<file path="src/sv/sbe_pkg.sv">
// shared types and constants of the stack bytecode executor
package sbe_pkg;

    // input item kinds
    localparam logic [1:0] KIND_WRITE = 2'd0;
    localparam logic [1:0] KIND_START = 2'd1;
    localparam logic [1:0] KIND_EXEC  = 2'd2;

    // result status codes
    localparam logic [2:0] ST_OK      = 3'd0;
    localparam logic [2:0] ST_HALT    = 3'd1;
    localparam logic [2:0] ST_FAULT   = 3'd2;
    localparam logic [2:0] ST_SYSCALL = 3'd3;
    localparam logic [2:0] ST_IDLE    = 3'd4;
    localparam logic [2:0] ST_BADSIG  = 3'd5;

    // opcodes
    localparam logic [7:0] OP_HALT  = 8'h00;
    localparam logic [7:0] OP_NOP   = 8'h01;
    localparam logic [7:0] OP_PUSH  = 8'h02;
    localparam logic [7:0] OP_POP   = 8'h04;
    localparam logic [7:0] OP_DUP   = 8'h05;
    localparam logic [7:0] OP_SWAP  = 8'h06;
    localparam logic [7:0] OP_ADD   = 8'h10;
    localparam logic [7:0] OP_SUB   = 8'h11;
    localparam logic [7:0] OP_MUL   = 8'h12;
    localparam logic [7:0] OP_DIV   = 8'h13;
    localparam logic [7:0] OP_MOD   = 8'h14;
    localparam logic [7:0] OP_CMP   = 8'h20;
    localparam logic [7:0] OP_EQ    = 8'h21;
    localparam logic [7:0] OP_NEQ   = 8'h22;
    localparam logic [7:0] OP_GT    = 8'h23;
    localparam logic [7:0] OP_LT    = 8'h24;
    localparam logic [7:0] OP_JMP   = 8'h30;
    localparam logic [7:0] OP_JZ    = 8'h31;
    localparam logic [7:0] OP_JNZ   = 8'h32;
    localparam logic [7:0] OP_CALL  = 8'h33;
    localparam logic [7:0] OP_RET   = 8'h34;
    localparam logic [7:0] OP_LOAD  = 8'h40;
    localparam logic [7:0] OP_STORE = 8'h41;
    localparam logic [7:0] OP_SYS   = 8'h50;
    localparam logic [7:0] OP_BRK   = 8'h51;

    // program signature at addresses 0..3
    localparam logic [7:0] SIG0 = 8'h4E;
    localparam logic [7:0] SIG1 = 8'h56;
    localparam logic [7:0] SIG2 = 8'h4D;
    localparam logic [7:0] SIG3 = 8'h30;

    // push source select
    localparam logic [1:0] PSH_WORD = 2'd0;
    localparam logic [1:0] PSH_TOS  = 2'd1;
    localparam logic [1:0] PSH_IP   = 2'd2;
    localparam logic [1:0] PSH_LOC  = 2'd3;

    localparam logic [12:0] IP_ENTRY = 13'd4;

    typedef struct packed {
        logic       accept;
        logic       pm_wr;
        logic       sig_rd;
        logic [1:0] sig_idx;
        logic       ip_rd;
        logic       start_prog;
        logic       set_st;
        logic [2:0] st;
        logic       fault;
        logic       halt;
        logic       latch_op;
        logic       word_shift;
        logic       stk_rd;
        logic       latch_nos;
        logic       pop;
        logic       reload;
        logic       push;
        logic [1:0] push_sel;
        logic       alu_go;
        logic       div_start;
        logic       res_div;
        logic       wb;
        logic       sw1;
        logic       sw2;
        logic       jump;
        logic       loc_rd;
        logic       loc_wr;
        logic       set_sys;
    } t_dp_cmd;

    typedef struct packed {
        logic [7:0] pdata;
        logic [7:0] op;
        logic       active;
        logic       ip_ok;
        logic       ip4_ok;
        logic       sp_zero;
        logic       sp_lt2;
        logic       sp_full;
        logic       sp_full2;
        logic       tos_zero;
        logic       tgt_ok;
        logic       idx_ok;
        logic       take;
        logic       div_done;
    } t_dp_stat;

    function automatic logic [7:0] sig_byte(input logic [1:0] idx);
        logic [7:0] v;
        case (idx)
            2'd0:    v = SIG0;
            2'd1:    v = SIG1;
            2'd2:    v = SIG2;
            default: v = SIG3;
        endcase
        return v;
    endfunction

    function automatic logic is_binop(input logic [7:0] op);
        return (op >= OP_ADD && op <= OP_MOD) || (op >= OP_CMP && op <= OP_LT);
    endfunction

endpackage

</file>
<file path="src/sv/sbe_ctrl.sv">
// instruction sequencer state machine
module sbe_ctrl (
    input  logic              i_clk,
    input  logic              i_rst_n,
    input  logic              i_start,
    input  logic [1:0]        i_kind,
    input  sbe_pkg::t_dp_stat i_stat,
    output sbe_pkg::t_dp_cmd  o_cmd,
    output logic              o_busy,
    output logic              o_done
);
    localparam logic [4:0] S_IDLE  = 5'd0;
    localparam logic [4:0] S_WRITE = 5'd1;
    localparam logic [4:0] S_SIG   = 5'd2;
    localparam logic [4:0] S_SIGCK = 5'd3;
    localparam logic [4:0] S_DEC   = 5'd4;
    localparam logic [4:0] S_WRD   = 5'd5;
    localparam logic [4:0] S_WSH   = 5'd6;
    localparam logic [4:0] S_OPX   = 5'd7;
    localparam logic [4:0] S_NOS   = 5'd8;
    localparam logic [4:0] S_ALU   = 5'd9;
    localparam logic [4:0] S_DIV   = 5'd10;
    localparam logic [4:0] S_WB    = 5'd11;
    localparam logic [4:0] S_SW1   = 5'd12;
    localparam logic [4:0] S_SW2   = 5'd13;
    localparam logic [4:0] S_RLD   = 5'd14;
    localparam logic [4:0] S_LX    = 5'd15;
    localparam logic [4:0] S_LD2   = 5'd16;
    localparam logic [4:0] S_DONE  = 5'd17;

    logic [4:0] r_state, n_state;
    logic [1:0] r_cnt, n_cnt;
    sbe_pkg::t_dp_cmd c;

    always_comb begin
        c       = '0;
        n_state = r_state;
        n_cnt   = r_cnt;
        unique case (r_state)
            S_IDLE: begin
                if (i_start) begin
                    c.accept = 1'b1;
                    case (i_kind)
                        sbe_pkg::KIND_WRITE: n_state = S_WRITE;
                        sbe_pkg::KIND_START: begin
                            n_cnt   = 2'd0;
                            n_state = S_SIG;
                        end
                        sbe_pkg::KIND_EXEC: begin
                            if (!i_stat.active) begin
                                c.set_st = 1'b1;
                                c.st     = sbe_pkg::ST_IDLE;
                                n_state  = S_DONE;
                            end else if (!i_stat.ip_ok) begin
                                c.fault = 1'b1;
                                n_state = S_DONE;
                            end else begin
                                c.ip_rd = 1'b1;
                                n_state = S_DEC;
                            end
                        end
                        default: n_state = S_DONE;
                    endcase
                end
            end
            S_WRITE: begin
                c.pm_wr = 1'b1;
                n_state = S_DONE;
            end
            S_SIG: begin
                c.sig_rd  = 1'b1;
                c.sig_idx = r_cnt;
                n_state   = S_SIGCK;
            end
            S_SIGCK: begin
                if (i_stat.pdata != sbe_pkg::sig_byte(r_cnt)) begin
                    c.set_st = 1'b1;
                    c.st     = sbe_pkg::ST_BADSIG;
                    n_state  = S_DONE;
                end else if (r_cnt == 2'd3) begin
                    c.start_prog = 1'b1;
                    n_state      = S_DONE;
                end else begin
                    n_cnt   = r_cnt + 2'd1;
                    n_state = S_SIG;
                end
            end
            S_DEC: begin
                c.latch_op = 1'b1;
                n_state    = S_DONE;
                n_cnt      = 2'd0;
                if (sbe_pkg::is_binop(i_stat.pdata) || i_stat.pdata == sbe_pkg::OP_SWAP) begin
                    if (i_stat.sp_lt2) c.fault = 1'b1;
                    else begin
                        c.stk_rd = 1'b1;
                        n_state  = S_NOS;
                    end
                end else begin
                    case (i_stat.pdata)
                        sbe_pkg::OP_HALT: begin
                            c.halt   = 1'b1;
                            c.set_st = 1'b1;
                            c.st     = sbe_pkg::ST_HALT;
                        end
                        sbe_pkg::OP_NOP, sbe_pkg::OP_BRK: ;
                        sbe_pkg::OP_PUSH, sbe_pkg::OP_CALL: begin
                            if (i_stat.ip4_ok) n_state = S_WRD;
                            else c.fault = 1'b1;
                        end
                        sbe_pkg::OP_JMP: begin
                            if (i_stat.ip4_ok) n_state = S_WRD;
                        end
                        sbe_pkg::OP_POP, sbe_pkg::OP_JZ, sbe_pkg::OP_JNZ,
                        sbe_pkg::OP_RET: begin
                            if (i_stat.sp_zero) c.fault = 1'b1;
                            else begin
                                c.pop   = 1'b1;
                                n_state = S_RLD;
                            end
                        end
                        sbe_pkg::OP_DUP: begin
                            if (i_stat.sp_zero || i_stat.sp_full) c.fault = 1'b1;
                            else begin
                                c.push     = 1'b1;
                                c.push_sel = sbe_pkg::PSH_TOS;
                            end
                        end
                        sbe_pkg::OP_LOAD, sbe_pkg::OP_STORE, sbe_pkg::OP_SYS: begin
                            if (i_stat.ip_ok) begin
                                c.ip_rd = 1'b1;
                                n_state = S_LX;
                            end
                        end
                        default: c.fault = 1'b1;
                    endcase
                end
            end
            S_WRD: begin
                c.ip_rd = 1'b1;
                n_cnt   = r_cnt + 2'd1;
                n_state = S_WSH;
            end
            S_WSH: begin
                c.word_shift = 1'b1;
                n_state      = (r_cnt == 2'd0) ? S_OPX : S_WRD;
            end
            S_OPX: begin
                n_state = S_DONE;
                case (i_stat.op)
                    sbe_pkg::OP_PUSH: begin
                        if (i_stat.sp_full) c.fault = 1'b1;
                        else begin
                            c.push     = 1'b1;
                            c.push_sel = sbe_pkg::PSH_WORD;
                        end
                    end
                    sbe_pkg::OP_JMP: begin
                        if (i_stat.tgt_ok) c.jump = 1'b1;
                        else c.fault = 1'b1;
                    end
                    sbe_pkg::OP_JZ, sbe_pkg::OP_JNZ: begin
                        if (i_stat.take) begin
                            if (i_stat.tgt_ok) c.jump = 1'b1;
                            else c.fault = 1'b1;
                        end
                    end
                    sbe_pkg::OP_CALL: begin
                        if (i_stat.sp_full2) c.fault = 1'b1;
                        else begin
                            // return address is pushed even when the target is bad
                            c.push     = 1'b1;
                            c.push_sel = sbe_pkg::PSH_IP;
                            if (i_stat.tgt_ok) c.jump = 1'b1;
                            else c.fault = 1'b1;
                        end
                    end
                    default: ;
                endcase
            end
            S_NOS: begin
                c.latch_nos = 1'b1;
                n_state     = (i_stat.op == sbe_pkg::OP_SWAP) ? S_SW1 : S_ALU;
            end
            S_ALU: begin
                if (i_stat.op == sbe_pkg::OP_DIV || i_stat.op == sbe_pkg::OP_MOD) begin
                    if (i_stat.tos_zero) begin
                        c.fault = 1'b1;
                        n_state = S_DONE;
                    end else begin
                        c.div_start = 1'b1;
                        n_state     = S_DIV;
                    end
                end else begin
                    c.alu_go = 1'b1;
                    n_state  = S_WB;
                end
            end
            S_DIV: begin
                if (i_stat.div_done) begin
                    c.res_div = 1'b1;
                    n_state   = S_WB;
                end
            end
            S_WB: begin
                c.wb    = 1'b1;
                n_state = S_DONE;
            end
            S_SW1: begin
                c.sw1   = 1'b1;
                n_state = S_SW2;
            end
            S_SW2: begin
                c.sw2   = 1'b1;
                n_state = S_DONE;
            end
            S_RLD: begin
                c.reload = 1'b1;
                n_state  = S_DONE;
                n_cnt    = 2'd0;
                case (i_stat.op)
                    sbe_pkg::OP_JZ, sbe_pkg::OP_JNZ: begin
                        if (i_stat.ip4_ok) n_state = S_WRD;
                        else c.fault = 1'b1;
                    end
                    sbe_pkg::OP_RET: begin
                        if (i_stat.tgt_ok) c.jump = 1'b1;
                        else c.fault = 1'b1;
                    end
                    default: ;
                endcase
            end
            S_LX: begin
                n_state = S_DONE;
                case (i_stat.op)
                    sbe_pkg::OP_LOAD: begin
                        if (!i_stat.idx_ok || i_stat.sp_full) c.fault = 1'b1;
                        else begin
                            c.loc_rd = 1'b1;
                            n_state  = S_LD2;
                        end
                    end
                    sbe_pkg::OP_STORE: begin
                        if (!i_stat.idx_ok || i_stat.sp_zero) c.fault = 1'b1;
                        else begin
                            c.loc_wr = 1'b1;
                            c.pop    = 1'b1;
                            n_state  = S_RLD;
                        end
                    end
                    default: begin
                        c.set_sys = 1'b1;
                        c.set_st  = 1'b1;
                        c.st      = sbe_pkg::ST_SYSCALL;
                    end
                endcase
            end
            S_LD2: begin
                c.push     = 1'b1;
                c.push_sel = sbe_pkg::PSH_LOC;
                n_state    = S_DONE;
            end
            S_DONE: n_state = S_IDLE;
            default: n_state = S_IDLE;
        endcase
    end

    always_ff @(posedge i_clk) begin
        if (!i_rst_n) begin
            r_state <= S_IDLE;
            r_cnt   <= 2'd0;
        end else begin
            r_state <= n_state;
            r_cnt   <= n_cnt;
        end
    end

    assign o_cmd  = c;
    assign o_busy = (r_state != S_IDLE);
    assign o_done = (r_state == S_DONE);
endmodule

</file>
<file path="config.mk">
export PLATFORM = sky130hd
export DESIGN_NAME = sbe_ctrl
export DESIGN_NICKNAME = d
export VERILOG_FILES = /design/src/sv/sbe_pkg.sv /design/src/sv/sbe_ctrl.sv
export SDC_FILE = /design/constraint.sdc
export NUM_CORES = 1
export LEC_CHECK = 0
export BUFFER_PORTS_ARGS = -buffer_cell sky130_fd_sc_hd__buf_2
export CORE_MARGIN = 2
export CORE_UTILIZATION = 30
export CTS_CLUSTER_DIAMETER = 150
export CTS_CLUSTER_SIZE = 20
export DETAILED_ROUTE_END_ITERATION = 10
export SETUP_SLACK_MARGIN = 0.3
export SLEW_MARGIN = 30
export SYNTH_ARGS = -nofsm -noshare
export SYNTH_HDL_FRONTEND = slang
export SYNTH_SLANG_ARGS = --single-unit
</file>
<file path="constraint.sdc">
create_clock -name i_clk -period 2.62 [get_ports i_clk]
set_input_delay 0.262 -clock i_clk [delete_from_list [all_inputs] [get_ports i_clk]]
set_output_delay 0.262 -clock i_clk [all_outputs]
set_load 0.01 [all_outputs]
</file>
==> run_summary.xml <==
<?xml version="1.0" encoding="UTF-8"?>
<metrics>
  <group name="yosys">
    <metric name="synth_compound_area_share" unit="%">28.37</metric>
    <metric name="synth.yosys.seq_area_share" unit="%">7.789</metric>
    <metric name="syn-mean-instance-area" unit="µm²">6.567</metric>
    <metric name="synth-seq-cells" unit="">7</metric>
    <metric name="edff_count_synth" unit="">0</metric>
    <metric name="yosysTopAreaCell" unit="">dfxtp_1</metric>
    <metric name="post_synth_instance_area" unit="µm²">1799</metric>
    <metric name="synth-async-reset-ratio" unit="%">0</metric>
    <metric name="post_synth_xor_area_fraction" unit="%">0.9736</metric>
    <metric name="synth_top_family_by_area" unit="">simple AND/OR/NAND/NOR gates</metric>
    <metric name="postSynthCellCount" unit="">274</metric>
    <metric name="ys_types" unit="">64</metric>
    <metric name="synth_adder_area_share" unit="%">3.477</metric>
    <metric name="synth_top_area_share" unit="%">7.789</metric>
    <metric name="yosys.area_share.simple" unit="%">48.96</metric>
    <metric name="synthesis.yosys.warnings" unit="">0</metric>
    <metric name="most_area_consuming_cells_after_synthesis" unit="">dfxtp_1 7.8%, nor2_1 5.4%, nor3_1 4.5%</metric>
    <metric name="ys_dominant_reg_cell" unit="">dfxtp_1</metric>
    <metric name="syn_nets" unit="">312</metric>
    <metric name="synth.area.mux_share" unit="%">2.225</metric>
  </group>
  <group name="critical_path">
    <metric name="critPathSlowestCell" unit="">or4b_4</metric>
    <metric name="rrSetupSlack" unit="ns">0.44</metric>
    <metric name="path_cells" unit="">or3_4, nor3_4, nand3_2, or4b_4, nand4_1, a221o_1, buf_2</metric>
    <metric name="worst_r2r_endpoint" unit="">r_state[4]</metric>
    <metric name="timing.critical_path.buf_inv" unit="">1</metric>
    <metric name="critical_path_arrival" unit="ns">2.09</metric>
    <metric name="startpoint_type" unit="">flip-flop</metric>
    <metric name="cp_slowest_stage_delay" unit="ns">0.51</metric>
    <metric name="worst-r2r-cell-count" unit="">8</metric>
    <metric name="critical_path.top_delay_family" unit="">simple AND/OR/NAND/NOR gates</metric>
    <metric name="r2r-start" unit="">r_cnt[1]</metric>
    <metric name="worst-setup-path-type" unit="">flip-flop to output port</metric>
    <metric name="worst-endpoint-required" unit="ns">2.36</metric>
    <metric name="setup.worst_path.end_class" unit="">output port</metric>
    <metric name="critical_path_peak_fanout" unit="">7</metric>
  </group>
  <group name="drt">
    <metric name="drt.antenna.violating_nets" unit="">0</metric>
    <metric name="wl_per_cell" unit="µm">15.98</metric>
    <metric name="drt-pass1-iter-count" unit="">5</metric>
    <metric name="num_vias" unit="">2498</metric>
    <metric name="vias_per_cell" unit="">5.850</metric>
    <metric name="detail_route.drc_violations" unit="">0</metric>
    <metric name="detail_route.iter0.violations" unit="">233</metric>
    <metric name="drt_wl_total" unit="mm">6.824</metric>
  </group>
  <group name="placement">
    <metric name="dp_area" unit="µm²">2233</metric>
    <metric name="detailedPlacementHpwl" unit="mm">5.255</metric>
    <metric name="buffer_ports.inserted" unit="">66</metric>
    <metric name="dp_cells" unit="">410</metric>
    <metric name="finalWeightedCongestion" unit="">0.9538</metric>
  </group>
  <group name="min_path">
    <metric name="holdPathEnd" unit="">r_state[1]</metric>
    <metric name="hold_path_depth" unit="">3</metric>
    <metric name="min_from" unit="">i_rst_n</metric>
    <metric name="hold_path_class" unit="">input port to flip-flop</metric>
  </group>
  <group name="global_route">
    <metric name="grt_start_max_net_pins" unit="">16</metric>
    <metric name="grt_util_all_layers" unit="%">19.50</metric>
    <metric name="grt_antenna_before_repair" unit="">0</metric>
    <metric name="grt_pass1_wl" unit="mm">10.32</metric>
    <metric name="global_route.overflow_total" unit="">0</metric>
    <metric name="first_global_vias" unit="">2194</metric>
  </group>
  <group name="cts">
    <metric name="sink_count_of_the_clock_tree" unit="">7</metric>
    <metric name="tritoncts" unit="">built</metric>
    <metric name="clk-insertion-delay-late" unit="ns">0.23</metric>
    <metric name="ctsLongestPathBuffers" unit="">2</metric>
    <metric name="cts_hold_fix_bufs" unit="">0</metric>
    <metric name="cts-buffers-inserted" unit="">3</metric>
    <metric name="ctsRootBufferMaster" unit="">clkbuf_8</metric>
    <metric name="cts.reportedPaths.clkPinSlew" unit="ns">0.04</metric>
    <metric name="clock_tree.htree_level_count" unit="">1</metric>
  </group>
  <group name="floorplan">
    <metric name="floorplan.core_area" unit="µm²">5851</metric>
    <metric name="die-width" unit="µm">81.45</metric>
    <metric name="start_util" unit="%">30.75</metric>
    <metric name="placement_rows" unit="">28</metric>
    <metric name="die_area" unit="µm²">6633</metric>
    <metric name="io_pins" unit="">67</metric>
    <metric name="die_height" unit="µm">81.45</metric>
  </group>
  <group name="layout">
    <metric name="final-instance-count-excl-fill" unit="">427</metric>
    <metric name="sequential_cell_area" unit="µm²">153.9</metric>
    <metric name="nFillCells" unit="">595</metric>
    <metric name="layout.cells.most_common" unit="">buf_2</metric>
    <metric name="layout-drive-gt1-share" unit="%">35.80</metric>
    <metric name="multiInputGateArea" unit="µm²">1607</metric>
    <metric name="diodes" unit="">0</metric>
    <metric name="design.final.nets" unit="">391</metric>
    <metric name="layout.cell_area.non_filler" unit="µm²">2485</metric>
    <metric name="syn_to_final_growth" unit="%">38.11</metric>
    <metric name="most_frequent_cells_in_the_layout" unit="">66 x buf_2, 25 x buf_4, 23 x nor2_1</metric>
  </group>
  <group name="job">
    <metric name="cap_viol_max_count" unit="">0</metric>
  </group>
  <group name="timing">
    <metric name="setup-violations-final" unit="">0</metric>
    <metric name="hold_violations" unit="">0</metric>
    <metric name="report.final.slew_viol_count" unit="">0</metric>
    <metric name="min_period_over_period" unit="%">89.84</metric>
    <metric name="fmax" unit="MHz">424.8</metric>
    <metric name="slew_headroom" unit="%">59.84</metric>
    <metric name="grt_setup_unrepaired" unit="">yes</metric>
    <metric name="fin_tns_setup" unit="ns">0</metric>
    <metric name="fin_crit" unit="ns">2.354</metric>
    <metric name="worst_clock_skew" unit="ns">0.0001583</metric>
    <metric name="worst_slew_pin_slew" unit="ns">0.5970</metric>
  </group>
  <group name="power">
    <metric name="vdd_drop_max" unit="V">0.0001845</metric>
    <metric name="cellLeakagePower" unit="nW">1.116</metric>
    <metric name="powerDensity" unit="nW/µm²">447.8</metric>
  </group>
  <group name="outcome">
    <metric name="status" unit="">finished, final reports clean</metric>
  </group>
</metrics>
## cells in the mapped netlist, types with 5 or more instances
cell       n
nand3b_1   6
nand3_1   12
dfxtp_1    7
or2_2      5
nor2_1    26
and3_1     6
clkbuf_1   7
nor4_1     8
inv_1     18
nand2b_1   7
nand4_1    6
a31oi_1    7
and4_1     5
a21oi_1   11
nand2_1   18
ha_1       5
o21ai_0   12
nor3_1    16
buf_2      7
or3_1      8
## power breakdown
| group | internal (mW) | switching, mW |
|---|---|---|
| logic | 0.357 | 0.439 |
| clock network | 0.106 | 0.0505 |
| registers | 0.131 | 0.0292 |
## worst min-delay path, delay by kind of cell
kind	cells	cell delay [ns]
buffers and inverters	2	0.20
AO/OA/AOI/OAI	1	0.04
## cell families after synthesis
group | count (synthesis)
xor gates and xnor gates | 2
muxes | 4
buffers and inverters | 35
DFF | 7
and+or+nand+nor | 149
AOI/OAI and AO/OA | 72
adders and majority gates | 5
## metrics by stage
stage	power [mW]	util (%)	worst slack [ns]	hold WS [ns]
2_1_floorplan	0.5492	-	0.3186	0.3935
3_3_place_gp	0.7683	38.17	0.3243	0.5183
3_5_place_dp	0.7744	38.17	0.3006	0.5253
4_1_cts	1.042	40.33	0.2379	0.3227
5_1_grt	1.186	42.47	0.1977	0.3270
6_report	1.113	42.47	0.2661	0.3167
## how the worst max path moves through the flow
stage,startpoint,slack [ns],to,cells past startpoint
2_1_floorplan,r_state[4],0.32,o_cmd[3],7
3_3_place_gp,r_state[1],0.32,o_cmd[3],6
3_5_place_dp,r_state[1],0.30,o_cmd[3],6
4_1_cts,r_state[4],0.24,o_cmd[20],7
5_1_grt,r_state[1],0.20,o_cmd[20],7
6_report,r_state[1],0.27,o_cmd[20],7
## layer usage
layer  share of wire (%)  global-route usage [%]  vias up
li1                    -                       -     1202
met1                  43                   26.31     1134
met2                  46                   32.13      145
met3                 8.3                   2.967       17
met4                 2.5                   5.424        0
met5                   0                       0        -
## cell type report
cell class | count | area share, %
Inverter | 18 | 2.719
Multi-Input combinational cell | 232 | 64.65
Sequential cell | 7 | 6.193
Timing Repair Buffer | 91 | 20.85
Clock buffer | 4 | 1.813
Tap cell | 75 | 3.776
## flip-flops by register name (all words and copies together) (netlist names)
| register | cells |
|---|---|
| r_state | 5 |
| r_cnt | 2 |
## repair_timing
item	CTS	global route
gates cloned	0	0
buffers inserted	6	7
pin swaps	5	7
setup endpoints to repair	6	9
gates resized for setup	11	19
No activity file was read; power rests on OpenSTA's default activity.
